## src/rtl/core/vts_pkg.sv

```systemverilog
// -----------------------------------------------------------------------------
// vts_pkg - shared types and constants for the virtual timer scheduler
// Field widths, operation codes and sequencer states.
// -----------------------------------------------------------------------------
package vts_pkg;

    localparam int unsigned ID_W   = 4;
    localparam int unsigned DATA_W = 32;

    // operation codes carried in the opcode field
    localparam logic OP_TICK = 1'b0;
    localparam logic OP_ADD  = 1'b1;

    typedef enum logic [1:0] {
        ST_IDLE,
        ST_READ,
        ST_EVAL,
        ST_FLUSH
    } t_vts_state;

endpackage : vts_pkg

```

## src/rtl/core/vts_if.sv

```systemverilog
// -----------------------------------------------------------------------------
// vts_if - word channels of the virtual timer scheduler
// Command channel (tick or add) and firing channel, valid/ready handshake.
// -----------------------------------------------------------------------------
interface vts_in_if;
    logic                        valid;
    logic                        ready;
    logic                        opcode;
    logic [vts_pkg::ID_W-1:0]    timer_id;
    logic [vts_pkg::DATA_W-1:0]  period;
    logic [vts_pkg::DATA_W-1:0]  run_count;

    modport source (output valid, opcode, timer_id, period, run_count, input ready);
    modport sink   (input valid, opcode, timer_id, period, run_count, output ready);
endinterface : vts_in_if

interface vts_out_if;
    logic                        valid;
    logic                        ready;
    logic [vts_pkg::ID_W-1:0]    fired_id;
    logic [vts_pkg::DATA_W-1:0]  runs_left;
    logic                        retired;
    logic                        last;

    modport source (output valid, fired_id, runs_left, retired, last, input ready);
    modport sink   (input valid, fired_id, runs_left, retired, last, output ready);
endinterface : vts_out_if

```

## src/rtl/core/virtual_timer_scheduler_unit.sv

```systemverilog
// -----------------------------------------------------------------------------
// virtual_timer_scheduler_unit - tick counter with a table of repeating timers
// Arms timer slots and, on each tick, reports every slot that falls due.
// -----------------------------------------------------------------------------
// An add word is written into its slot as it is accepted: deadline = tick +
// period (a zero period counts as one), and the slot is marked active; an id
// at or above NUM_TIMERS is dropped. A tick word bumps the 32-bit counter and
// then scans the slots in ascending order, each with an address step and then
// a compare and write-back step, through one read port of the slot table and
// one shared 32-bit adder. A final flush ends the scan; a stall on the firing
// channel can hold it, and no word is taken during the scan or the flush.
// Each due slot yields one firing word; the last word of a tick is held back
// one hit so that it can carry the last flag. A tick with nothing due yields
// nothing. A run count of one retires the slot, zero repeats for ever, larger
// counts count down and the slot re-arms at tick + period.
// Deadlines are always strictly ahead and checked every tick, so the due test
// is an equality and survives counter wrap.
// -----------------------------------------------------------------------------
module virtual_timer_scheduler_unit #(
    parameter int unsigned NUM_TIMERS = 16
) (
    input  logic          i_clk,
    input  logic          i_rst_n,
    vts_in_if.sink        i_in,
    vts_out_if.source     o_out
);
    import vts_pkg::*;

    localparam int unsigned IDX_W = (NUM_TIMERS > 1) ? $clog2(NUM_TIMERS) : 1;
    localparam logic [IDX_W-1:0] LAST_IDX = IDX_W'(NUM_TIMERS - 1);

    // sequencer
    t_vts_state          r_state, n_state;
    logic [IDX_W-1:0]    r_idx, n_idx;
    logic [DATA_W-1:0]   r_tick;

    // slot table: active bits in flops, the rest in memory
    logic [NUM_TIMERS-1:0] r_active;
    logic [DATA_W-1:0]     m_deadline [NUM_TIMERS];
    logic [DATA_W-1:0]     m_period   [NUM_TIMERS];
    logic [DATA_W-1:0]     m_runs     [NUM_TIMERS];
    logic [DATA_W-1:0]     r_rd_deadline, r_rd_period, r_rd_runs;

    // pending firing, held until the next hit or the end of the scan
    logic                  r_pend_valid;
    logic [ID_W-1:0]       r_pend_id;
    logic [DATA_W-1:0]     r_pend_runs;
    logic                  r_pend_ret;

    // output register
    logic                  r_out_valid;
    logic [ID_W-1:0]       r_out_id;
    logic [DATA_W-1:0]     r_out_runs;
    logic                  r_out_ret;
    logic                  r_out_last;

    // control
    logic                  in_acc;
    logic                  add_hit;
    logic                  out_free;
    logic                  due;
    logic                  retire;
    logic                  advance;
    logic                  hit_take;
    logic                  push;
    logic                  push_last;
    logic                  wr_en;
    logic [IDX_W-1:0]      wr_idx;
    logic [DATA_W-1:0]     per_fix;
    logic [DATA_W-1:0]     add_b;
    logic [DATA_W-1:0]     sum;
    logic [DATA_W-1:0]     new_runs;
    logic [DATA_W-1:0]     wr_period;
    logic [DATA_W-1:0]     wr_runs;

    assign i_in.ready = (r_state == ST_IDLE);
    assign in_acc     = i_in.valid && i_in.ready;
    assign add_hit    = in_acc && (i_in.opcode == OP_ADD)
                        && (32'(i_in.timer_id) < 32'(NUM_TIMERS));
    assign out_free   = !r_out_valid || o_out.ready;

    // shared adder: tick + period for an add, tick + stored period on re-arm
    assign per_fix = (i_in.period == '0) ? DATA_W'(1) : i_in.period;
    assign add_b   = (r_state == ST_IDLE) ? per_fix : r_rd_period;
    assign sum     = r_tick + add_b;

    assign due      = r_active[r_idx] && (r_rd_deadline == r_tick);
    assign retire   = (r_rd_runs == DATA_W'(1));
    assign new_runs = (r_rd_runs > DATA_W'(1)) ? (r_rd_runs - DATA_W'(1)) : r_rd_runs;

    always_comb begin
        n_state   = r_state;
        n_idx     = r_idx;
        advance   = 1'b0;
        hit_take  = 1'b0;
        push      = 1'b0;
        push_last = 1'b0;
        wr_en     = 1'b0;
        wr_idx    = r_idx;
        wr_period = r_rd_period;
        wr_runs   = retire ? '0 : new_runs;
        unique case (r_state)
            ST_IDLE: begin
                wr_idx    = IDX_W'(i_in.timer_id);
                wr_period = per_fix;
                wr_runs   = i_in.run_count;
                wr_en     = add_hit;
                if (in_acc && (i_in.opcode == OP_TICK)) begin
                    n_idx   = '0;
                    n_state = ST_READ;
                end
            end
            ST_READ: begin
                n_state = ST_EVAL;
            end
            ST_EVAL: begin
                // a second hit needs the output register to release the first
                advance  = !due || !r_pend_valid || out_free;
                hit_take = due && advance;
                push     = hit_take && r_pend_valid;
                wr_en    = hit_take;
                if (advance) begin
                    if (r_idx == LAST_IDX) begin
                        n_state = ST_FLUSH;
                    end else begin
                        n_idx   = r_idx + IDX_W'(1);
                        n_state = ST_READ;
                    end
                end
            end
            ST_FLUSH: begin
                if (!r_pend_valid) begin
                    n_state = ST_IDLE;
                end else if (out_free) begin
                    push      = 1'b1;
                    push_last = 1'b1;
                    n_state   = ST_IDLE;
                end
            end
            default: n_state = ST_IDLE;
        endcase
    end

    always_ff @(posedge i_clk) begin
        if (!i_rst_n) begin
            r_state      <= ST_IDLE;
            r_idx        <= '0;
            r_tick       <= '0;
            r_active     <= '0;
            r_pend_valid <= 1'b0;
            r_out_valid  <= 1'b0;
        end else begin
            r_state <= n_state;
            r_idx   <= n_idx;
            if (in_acc && (i_in.opcode == OP_TICK)) begin
                r_tick <= r_tick + DATA_W'(1);
            end
            if (add_hit) begin
                r_active[wr_idx] <= 1'b1;
            end else if (hit_take && retire) begin
                r_active[r_idx] <= 1'b0;
            end
            if (hit_take) begin
                r_pend_valid <= 1'b1;
            end else if (push) begin
                r_pend_valid <= 1'b0;
            end
            if (push) begin
                r_out_valid <= 1'b1;
            end else if (o_out.ready) begin
                r_out_valid <= 1'b0;
            end
        end
    end

    // payload, no reset
    always_ff @(posedge i_clk) begin
        if (hit_take) begin
            r_pend_id   <= ID_W'(r_idx);
            r_pend_runs <= retire ? '0 : new_runs;
            r_pend_ret  <= retire;
        end
        if (push) begin
            r_out_id   <= r_pend_id;
            r_out_runs <= r_pend_runs;
            r_out_ret  <= r_pend_ret;
            r_out_last <= push_last;
        end
    end

    // slot table, one write port, one registered read port
    always_ff @(posedge i_clk) begin
        if (wr_en) begin
            m_deadline[wr_idx] <= sum;
            m_period[wr_idx]   <= wr_period;
            m_runs[wr_idx]     <= wr_runs;
        end
        r_rd_deadline <= m_deadline[r_idx];
        r_rd_period   <= m_period[r_idx];
        r_rd_runs     <= m_runs[r_idx];
    end

    assign o_out.valid     = r_out_valid;
    assign o_out.fired_id  = r_out_id;
    assign o_out.runs_left = r_out_runs;
    assign o_out.retired   = r_out_ret;
    assign o_out.last      = r_out_last;

`ifndef SYNTH
    a_idle_no_pending: assert property (@(posedge i_clk) disable iff (!i_rst_n)
        (r_state == ST_IDLE) |-> !r_pend_valid)
        else $error("pending firing left over after scan");

    a_tick_step: assert property (@(posedge i_clk) disable iff (!i_rst_n)
        (in_acc && (i_in.opcode == OP_TICK)) |=> (r_tick == $past(r_tick) + DATA_W'(1)))
        else $error("tick counter did not step");

    a_retired_zero: assert property (@(posedge i_clk) disable iff (!i_rst_n)
        (o_out.valid && o_out.retired) |-> (o_out.runs_left == '0))
        else $error("retired firing with non-zero run count");

    a_flush_last: assert property (@(posedge i_clk) disable iff (!i_rst_n)
        (r_state == ST_FLUSH && r_pend_valid && out_free)
            |=> (r_state == ST_IDLE && o_out.valid && o_out.last))
        else $error("final firing of tick not flagged last");

    a_hold_no_write: assert property (@(posedge i_clk) disable iff (!i_rst_n)
        (r_state == ST_EVAL && !advance) |=> (r_state == ST_EVAL && $stable(r_idx)))
        else $error("scan moved while stalled");
`endif

endmodule : virtual_timer_scheduler_unit

```

## src/flat_wrapper.sv

```systemverilog
// flat-port wrapper written by rule: the top's interface ports become plain ports
module virtual_timer_scheduler_unit_flat import vts_pkg::*;
#(
    parameter int unsigned NUM_TIMERS = 16
)
  (i_clk, i_rst_n, i_in_valid, i_in_opcode, i_in_timer_id, i_in_period, i_in_run_count, i_in_ready, o_out_valid, o_out_fired_id, o_out_runs_left, o_out_retired, o_out_last, o_out_ready);
  vts_in_if i_in_i ();
  vts_out_if o_out_i ();
  input  logic i_clk;
  input  logic i_rst_n;
  input wire logic [$bits(i_in_i.valid)-1:0] i_in_valid;
  input wire logic [$bits(i_in_i.opcode)-1:0] i_in_opcode;
  input wire logic [$bits(i_in_i.timer_id)-1:0] i_in_timer_id;
  input wire logic [$bits(i_in_i.period)-1:0] i_in_period;
  input wire logic [$bits(i_in_i.run_count)-1:0] i_in_run_count;
  output wire logic [$bits(i_in_i.ready)-1:0] i_in_ready;
  output wire logic [$bits(o_out_i.valid)-1:0] o_out_valid;
  output wire logic [$bits(o_out_i.fired_id)-1:0] o_out_fired_id;
  output wire logic [$bits(o_out_i.runs_left)-1:0] o_out_runs_left;
  output wire logic [$bits(o_out_i.retired)-1:0] o_out_retired;
  output wire logic [$bits(o_out_i.last)-1:0] o_out_last;
  input wire logic [$bits(o_out_i.ready)-1:0] o_out_ready;
  assign i_in_i.valid = i_in_valid;
  assign i_in_i.opcode = i_in_opcode;
  assign i_in_i.timer_id = i_in_timer_id;
  assign i_in_i.period = i_in_period;
  assign i_in_i.run_count = i_in_run_count;
  assign i_in_ready = i_in_i.ready;
  assign o_out_valid = o_out_i.valid;
  assign o_out_fired_id = o_out_i.fired_id;
  assign o_out_runs_left = o_out_i.runs_left;
  assign o_out_retired = o_out_i.retired;
  assign o_out_last = o_out_i.last;
  assign o_out_i.ready = o_out_ready;
  virtual_timer_scheduler_unit #(.NUM_TIMERS(NUM_TIMERS)) u_core (.i_clk(i_clk), .i_rst_n(i_rst_n), .i_in(i_in_i), .o_out(o_out_i));
endmodule
```

## config.mk

```make
export PLATFORM = sky130hd
export DESIGN_NAME = virtual_timer_scheduler_unit_flat
export DESIGN_NICKNAME = d
export VERILOG_FILES = /design/src/rtl/core/vts_pkg.sv /design/src/rtl/core/vts_if.sv /design/src/rtl/core/virtual_timer_scheduler_unit.sv /design/src/flat_wrapper.sv
export SDC_FILE = /design/constraint.sdc
export NUM_CORES = 2
export LEC_CHECK = 0
export BUFFER_PORTS_ARGS = -buffer_cell sky130_fd_sc_hd__buf_4
export CORE_MARGIN = 2
export CORE_UTILIZATION = 65
export CTS_BUF_LIST = sky130_fd_sc_hd__clkbuf_4 sky130_fd_sc_hd__clkbuf_8
export CTS_CLUSTER_DIAMETER = 30
export CTS_CLUSTER_SIZE = 24
export DETAILED_ROUTE_END_ITERATION = 8
export PLACE_DENSITY_LB_ADDON = 0.25
export SLEW_MARGIN = 40
export SYNTH_ARGS = -nofsm -noshare
export SYNTH_HDL_FRONTEND = slang
export SYNTH_SLANG_ARGS = --single-unit
export TNS_END_PERCENT = 50
```

## constraint.sdc

```tcl
create_clock -name i_clk -period 13.5 [get_ports i_clk]
set_input_delay 2.7 -clock i_clk [delete_from_list [all_inputs] [get_ports i_clk]]
set_output_delay 2.7 -clock i_clk [all_outputs]
set_load 0.005 [all_outputs]
```

# Word-level counts from Yosys, hierarchy flattened
# Memories as Yosys holds them, arrays and structs flattened. A register that Yosys moved wholly into a read port is not among the register bits.
# Cells that the tools add are included.
totals:
  regBits: 131
  mem_bits_rw: 1536
  input_bits: 73
  output_inout_bits: 40
  memories: 3
classes:
  addsub: 4
  order_cmp: 5
  n_eq_ne: 10
  n_mux: 35
  n_bitwise: 4
  reduce_logical: 23
memory_table:
  columns: ["memory", "words", "word_bits", "rd", "rd_ports_with_merged_regs", "wr", "line", "text"]
  rows:
  - ["u_core.m_deadline", 16, 32, 1, 1, 1, "virtual_timer_scheduler_unit.sv:39", "logic [DATA_W-1:0] m_deadline [NUM_TIMERS];"]
  - ["u_core.m_period", 16, 32, 1, 1, 1, "virtual_timer_scheduler_unit.sv:40", "logic [DATA_W-1:0] m_period [NUM_TIMERS];"]
  - ["u_core.m_runs", 16, 32, 1, 1, 1, "virtual_timer_scheduler_unit.sv:41", "logic [DATA_W-1:0] m_runs [NUM_TIMERS];"]
ops:
  columns: ["cell", "count"]
  rows:
  - ["32-bit 2-to-1 mux", 5]
  - ["32-bit by 1-bit adder with 32-bit output, second input constant", 1]
  - ["32-bit adder", 1]
  - ["32-bit by 1-bit equality test with 1-bit output, second input constant", 1]
  - ["32-bit equality test", 1]
  - ["32-bit by 1-bit greater-than comparator with 1-bit output, second input constant", 1]
  - ["32-bit logical NOT", 1]
  - ["16-bit 2-to-1 mux", 2]
  - ["32-bit by 1-bit subtractor with 32-bit output, second input constant", 1]
  - ["16-bit AND", 1]
  - ["4-bit 2-to-1 mux", 4]
  - ["16-bit NOT", 1]
  - ["16-bit OR", 1]
  - ["1-bit 2-to-1 mux", 12]
  - ["4-bit by 5-bit less-than comparator with 1-bit output, second input constant", 2]
  - ["2-bit 2-to-1 mux", 5]
  - ["1-bit logical AND", 9]
  - ["1-bit demux with 4-bit select", 2]
  - ["4-bit by 1-bit >= comparator with 1-bit output, second input constant", 2]
  - ["2-bit case mux with 4 select lines", 1]
  - ["4-bit case mux with 2 select lines", 1]
  - ["2-bit nonzero test", 4]
  - ["4-bit by 1-bit adder with 4-bit output, second input constant", 1]
  - ["1-bit binary-select mux with 4-bit select", 1]
  - ["other kinds (13)", 20]

# Logic depth before layout (Yosys ltp)
logic_depth:
  ltp_word: 11
  depth_mapped: 18
  ltp_nobuf: 15

# Least setup slack after synthesis
# No wires, ideal clock.
synth_timing:
  kind: "input port to flip-flop"
  from: "input o_out_ready"
  to: "memory u_core.m_deadline[10][0], enable pin"
  arrival_time_ns: 10.555
  setup_slack_ns: 2.276
  path_stages: 6
  n_path_buf: 1
  path_cell_list: "nor2b_1 > nand2_1 > and4bb_2 > nor2_1 > buf_2 > nor3_1"
synth_between:
  elab_chain_cells: 6
synth_lines:
  columns: ["element", "line", "text"]
  rows:
  - ["start, declared", "flat_wrapper.sv:22", "input wire logic [$bits(o_out_i.ready)-1:0] o_out_ready;"]
  - ["1-bit logical OR", "virtual_timer_scheduler_unit.sv:80", "assign out_free = !r_out_valid || o_out.ready;"]
  - ["1-bit logical OR", "virtual_timer_scheduler_unit.sv:118", "advance = !due || !r_pend_valid || out_free;"]
  - ["1-bit logical AND", "virtual_timer_scheduler_unit.sv:119", "hit_take = due && advance;"]
  - ["1-bit case mux with 2 select lines", "virtual_timer_scheduler_unit.sv:102", "unique case (r_state)"]
  - ["1-bit 2-to-1 mux", "virtual_timer_scheduler_unit.sv:193", "if (wr_en) begin"]
  - ["1-bit 2-to-1 mux (not written as such)", "virtual_timer_scheduler_unit.sv:194", "m_deadline[wr_idx] <= sum;"]
  - ["end, declared", "virtual_timer_scheduler_unit.sv:39", null]
# No other way between the ends.

# Worst setup path after layout
layout_timing:
  from: "input i_in_period[4]"
  to: "memory u_core.m_deadline[10][30], data pin"
layout_between:
  elab_chain_cells: 4
layout_lines:
  columns: ["element", "line", "text"]
  rows:
  - ["start, declared", "flat_wrapper.sv:14", "input wire logic [$bits(i_in_i.period)-1:0] i_in_period;"]
  - ["32-bit logical NOT", "virtual_timer_scheduler_unit.sv:83", "assign per_fix = (i_in.period == '0) ? DATA_W'(1) : i_in.period;"]
  - ["32-bit 2-to-1 mux", "virtual_timer_scheduler_unit.sv:83", null]
  - ["32-bit 2-to-1 mux", "virtual_timer_scheduler_unit.sv:84", "assign add_b = (r_state == ST_IDLE) ? per_fix : r_rd_period;"]
  - ["net u_core.add_b[0]", "virtual_timer_scheduler_unit.sv:70", "logic [DATA_W-1:0] add_b;"]
  - ["32-bit adder", "virtual_timer_scheduler_unit.sv:85", "assign sum = r_tick + add_b;"]
  - ["net u_core.sum[30]", "virtual_timer_scheduler_unit.sv:71", "logic [DATA_W-1:0] sum;"]
# The timed path passes the listed nets, and every way through them passes these cells.

==> flow_summary.rst <==
.. list-table::
   :header-rows: 1

   * - Metric
     - Value
   * - Proportion of register bits with asynchronous set or reset after synthesis
     - 0%
   * - Total Routed Length
     - 155900 um
   * - IR Drop Worst-Case VDD
     - ~0.11 mV
   * - Final min period
     - about 6.4 ns
   * - Max Fanout on Critical Path
     - 17
   * - Max Freq
     - between 150 and 200 MHz
   * - DIE HEIGHT
     - 327.7 um
   * - DPL Wire Length
     - slightly above 80000 um
   * - PwrDens
     - ~160 mW/mm2
   * - Most frequently used flop master after synthesis
     - sky130_fd_sc_hd__edfxtp_1
   * - Max-Cap Viols
     - 0
   * - Net switching fraction of the power
     - 23.15%
   * - Post-Synth XOR/XNOR Area
     - ~1.5%
   * - Combinational power share
     - 5.1%
   * - Number of fill cells
     - 5280
   * - Final standard cell utilization of the core
     - approximately 75%
   * - Sequential-to-total area share from yosys stat
     - approximately three quarters
   * - Count of buffer and inverter cells on the critical path
     - 2
   * - Leading area contributor after synthesis
     - sky130_fd_sc_hd__edfxtp_1
   * - Unrepaired setup endpoints after global routing
     - no
   * - Final setup TNS
     - 0 ns
   * - Number of buffers added for setup after CTS
     - 0
   * - Dominant combinational cell family by area after synthesis
     - multiplexers
   * - Initial core utilization
     - between 60 and 70%
   * - Sinks on the clock net
     - around 1800
   * - Startpoint-to-endpoint class of the critical path
     - input pin to register
   * - P_int
     - 0.009351 W
   * - Drt wl/cell
     - between 30 and 40 um
   * - Gate Count Post-Synth
     - ~3200
   * - Sequential share of power
     - 51.2%
   * - Post-synth design cell area
     - 0.06812 mm2
   * - Count of final max-slew check failures
     - 0
   * - Number of remaining DRC errors
     - 0
   * - Simple-Gate Fraction of Synth Area
     - around 3.4%
   * - Clock input transition at the sequential cells of the worst setup and hold paths
     - about 0.08 ns
   * - Hold Path Class
     - register to register
   * - Static Leak
     - ~25 nW
   * - Relative contribution of the clock network to total power
     - 43.6%
   * - Ordered cell list for the critical path
     - buf_4 -> nor4_1 -> nand4_1 -> nor2_1 -> o21ai_0 -> nand2_1 -> ha_1 -> inv_1 -> fa_1 -> nand2b_1 -> a21oi_1 -> o211ai_1 -> o211a_1 -> o2111ai_1 -> a41oi_1 -> xnor2_2
   * - Number of vias in the routed layout
     - ~34000
   * - DRC violation total after the first TritonRoute iteration
     - between 4000 and 5000
   * - Maximum number of pins on one net before global-route repair
     - 97
   * - Clock buffer count from CTS
     - 312
   * - Antenna violations before repair
     - 3
   * - TritonCTS clock tree
     - yes
   * - Hold Buf Count CTS
     - 0
   * - Post-detailed-route via-to-cell ratio
     - ~6.6
   * - Number of warnings issued by yosys
     - 0
   * - Crit-path leading delay family
     - compound AO/OA/AOI/OAI gates
   * - Slew of the pin with the lowest slew margin
     - around 0.87 ns
   * - Area of the multi-input gates
     - about 0.016 mm2
   * - Adder and majority gate portion of the synthesized area
     - less than 1%
   * - CP max stage delay
     - around 0.55 ns
   * - Number of buffers between clock root and the deepest sink
     - 4
   * - Cell at the root of the clock tree
     - sky130_fd_sc_hd__clkbuf_8
   * - Arrival @ worst endpoint
     - 7.08 ns
   * - Synthesized-area fraction occupied by ao, oa, aoi and oai cells
     - ~1.5%
   * - Global-route wire length before repair
     - about 230000 um
   * - Layout-stage area growth over the synthesis result
     - 14.86%
   * - Die width
     - ~330 um
   * - Top area cells in the synthesized netlist
     - sky130_fd_sc_hd__edfxtp_1 (71%), sky130_fd_sc_hd__mux4_2 (16%), sky130_fd_sc_hd__dfxtp_1 (4.5%)
   * - Final RePlAce weighted congestion
     - approximately 0.9
   * - Flop and latch count out of synthesis
     - between 1500 and 2000
   * - Slew Limit Headroom
     - between 40% and 50%
   * - Count of distinct cell types in the synthesized netlist
     - 71
   * - Most common cell in the synthesized netlist
     - sky130_fd_sc_hd__edfxtp_1
   * - Sw Pwr
     - 0.002817 W
   * - Std-Cell Core Area
     - slightly above 0.1 mm2
   * - Number of nets produced by synthesis
     - 3317
   * - Count of boundary I/O pins
     - about 110
   * - Number of buffers inserted by port buffering
     - 112
   * - Final period utilization
     - a little under half
   * - Antenna-violating nets left
     - 0
   * - Fraction of layout instances using a drive strength above 1
     - 34.29%
   * - Worst setup EP type
     - register
   * - Startpoint type of the worst setup path
     - input pin
   * - Crit path max-delay cell type
     - sky130_fd_sc_hd__xnor2_2
   * - Number of gates resized after cts
     - 0
   * - Area used by sequential logic in the layout
     - 0.05143 mm2
   * - Post-synth top cells
     - sky130_fd_sc_hd__edfxtp_1 (1611), sky130_fd_sc_hd__mux4_2 (484), sky130_fd_sc_hd__nand2_1 (162)
   * - Clock latency at the later pin of the worst-skew pair
     - 0.95 ns
   * - EDFF count, synth
     - around 1600
   * - Mux share of post-synthesis cell area
     - ~16%
   * - First drt pass iteration count
     - 5
   * - Number of nets in the layout
     - 3682
   * - Synthesized area divided by synthesized cell count
     - 21.25 um2
   * - Hold violation count in the final report
     - 0
   * - Global router's overall resource usage
     - roughly 30%
   * - Worst path required time
     - 14.17 ns
   * - Result of the run
     - finished, final reports clean
   * - Final setup violation count
     - 0
   * - Number of global-route vias before repair
     - approximately 36000
   * - Htree depth
     - 5
   * - Portion of synthesized cell area occupied by the leading cell type
     - a little under three quarters
   * - Leftover overflow at the end of global routing
     - 0
   * - Die outline area
     - approximately 0.11 mm2
   * - Number of core rows
     - 118
   * - Fin Clk Skew
     - roughly 0.062 ns
metal layers:
metal	wire length, um	vias up	track usage [%]
met2	77930	2045	47.55
li1	-	14060	-
met4	4237	4	10.36
met3	15010	308	5.845
met5	27	-	0
met1	58690	17980	41.63
flip-flops by register name, indices dropped and copies added, names as in the netlist, 2 cells and up:
signal	cells
u_core.m_deadline	512
u_core.m_period	512
u_core.m_runs	512
u_core.o_out.fired_id	4
u_core.o_out.runs_left	32
u_core.r_active	16
u_core.r_idx	4
u_core.r_pend_id	4
u_core.r_pend_runs	32
u_core.r_rd_deadline	32
u_core.r_rd_period	32
u_core.r_rd_runs	32
u_core.r_state	2
u_core.r_tick	32
cell families (layout without fill, tap and decap cells):
| group | after synthesis | in the layout |
|---|---|---|
| compound gates | 168 | 168 |
| xor+xnor | 119 | 119 |
| fa+ha+maj | 39 | 39 |
| buf+inv | 161 | 765 |
| flops | 1763 | 1763 |
| mux | 506 | 506 |
| other cells | 0 | 2 |
| simple gates | 449 | 449 |
power groups by stage:
stage                     Clock, W  Sequential, W  Combinational [W]
after floorplan                  0        0.00634           0.000355
after global placement           0        0.00634           0.000562
after detailed placement         0        0.00635           0.000610
after CTS                  0.00538        0.00623           0.000612
after global routing       0.00562        0.00623           0.000667
final                      0.00531        0.00623           0.000626
area by class of cell:
| class | instances | share of cell area [%] |
|---|---|---|
| multi-input cells | 1281 | 20.92 |
| clock inverters | 207 | 2.827 |
| clock buffers | 346 | 5.878 |
| diodes | 2 | 0.006397 |
| well taps | 1380 | 2.207 |
| inverters | 22 | 0.1055 |
| repair buffers | 190 | 2.316 |
| flip-flops and latches | 1763 | 65.74 |
worst paths after layout:
path / from / endpoint / slack (ns) / depth (start not counted)
min: u_core.r_pend_runs[23] / u_core.o_out.runs_left[23] / 0.40 / 0
max reg2reg: u_core.r_tick[4] / u_core.m_runs[3][6] / 8.05 / 10
max: i_in_period[4] / u_core.m_deadline[10][30] / 7.09 / 16
min reg2reg: u_core.r_pend_runs[23] / u_core.o_out.runs_left[23] / 0.40 / 0
placed cells by master, fill, tap and decap left out, types with 7 or more instances in the layout:
master / n
sky130_fd_sc_hd__a211oi_1: 7
sky130_fd_sc_hd__a21o_1: 7
sky130_fd_sc_hd__a21oi_1: 57
sky130_fd_sc_hd__a31oi_1: 7
sky130_fd_sc_hd__and2_1: 37
sky130_fd_sc_hd__and3_1: 13
sky130_fd_sc_hd__buf_12: 13
sky130_fd_sc_hd__buf_16: 7
sky130_fd_sc_hd__buf_4: 149
sky130_fd_sc_hd__buf_6: 20
sky130_fd_sc_hd__bufinv_16: 30
sky130_fd_sc_hd__clkbuf_4: 26
sky130_fd_sc_hd__clkbuf_8: 320
sky130_fd_sc_hd__clkinv_1: 19
sky130_fd_sc_hd__clkinv_2: 34
sky130_fd_sc_hd__clkinv_4: 26
sky130_fd_sc_hd__clkinvlp_4: 37
sky130_fd_sc_hd__dfxtp_1: 148
sky130_fd_sc_hd__edfxtp_1: 1611
sky130_fd_sc_hd__ha_1: 38
sky130_fd_sc_hd__inv_1: 21
sky130_fd_sc_hd__inv_6: 51
sky130_fd_sc_hd__inv_8: 9
sky130_fd_sc_hd__mux2_2: 17
sky130_fd_sc_hd__mux4_2: 484
sky130_fd_sc_hd__nand2_1: 161
sky130_fd_sc_hd__nand3_1: 22
sky130_fd_sc_hd__nand4_1: 25
sky130_fd_sc_hd__nor2_1: 71
sky130_fd_sc_hd__nor2b_1: 19
sky130_fd_sc_hd__nor3_1: 13
sky130_fd_sc_hd__nor3_2: 15
sky130_fd_sc_hd__nor4_1: 10
sky130_fd_sc_hd__o211a_1: 7
sky130_fd_sc_hd__o21ai_0: 37
sky130_fd_sc_hd__o31ai_1: 7
sky130_fd_sc_hd__xnor2_1: 79
sky130_fd_sc_hd__xnor2_2: 18
sky130_fd_sc_hd__xor2_1: 15
sky130_fd_sc_hd__xor2_2: 7
per-stage QoR:
stage | setup slack (ns) | instances | power (W) | area, um2 | hold slack [ns]
after floorplan | 2.276 | 3205 | 0.006698 | 68120 | 0.4003
after global placement | 6.034 | 4624 | 0.006905 | 70820 | 0.4006
after detailed placement | 6.065 | 4632 | 0.006958 | 71250 | 0.4045
after CTS | 7.060 | 5185 | 0.01222 | 78060 | 0.3898
after global routing | 6.768 | 5190 | 0.01252 | 78240 | 0.4217
final | 7.090 | 5191 | 0.01217 | 78240 | 0.3988
worst reg2reg max path, cell delays in order, from the launching register on:
cell and delay [ns]:
sky130_fd_sc_hd__dfxtp_1 0.40, sky130_fd_sc_hd__xnor2_1 0.57, sky130_fd_sc_hd__nand4_1 0.28, sky130_fd_sc_hd__nor4_2 0.71, sky130_fd_sc_hd__nand3_1 0.37, sky130_fd_sc_hd__and4bb_2 0.46, sky130_fd_sc_hd__nor2_1 0.07, sky130_fd_sc_hd__buf_4 0.20
sky130_fd_sc_hd__nor3_2 0.69, sky130_fd_sc_hd__buf_6 0.58, sky130_fd_sc_hd__buf_6 0.68
(Power assumes the default switching activity.)
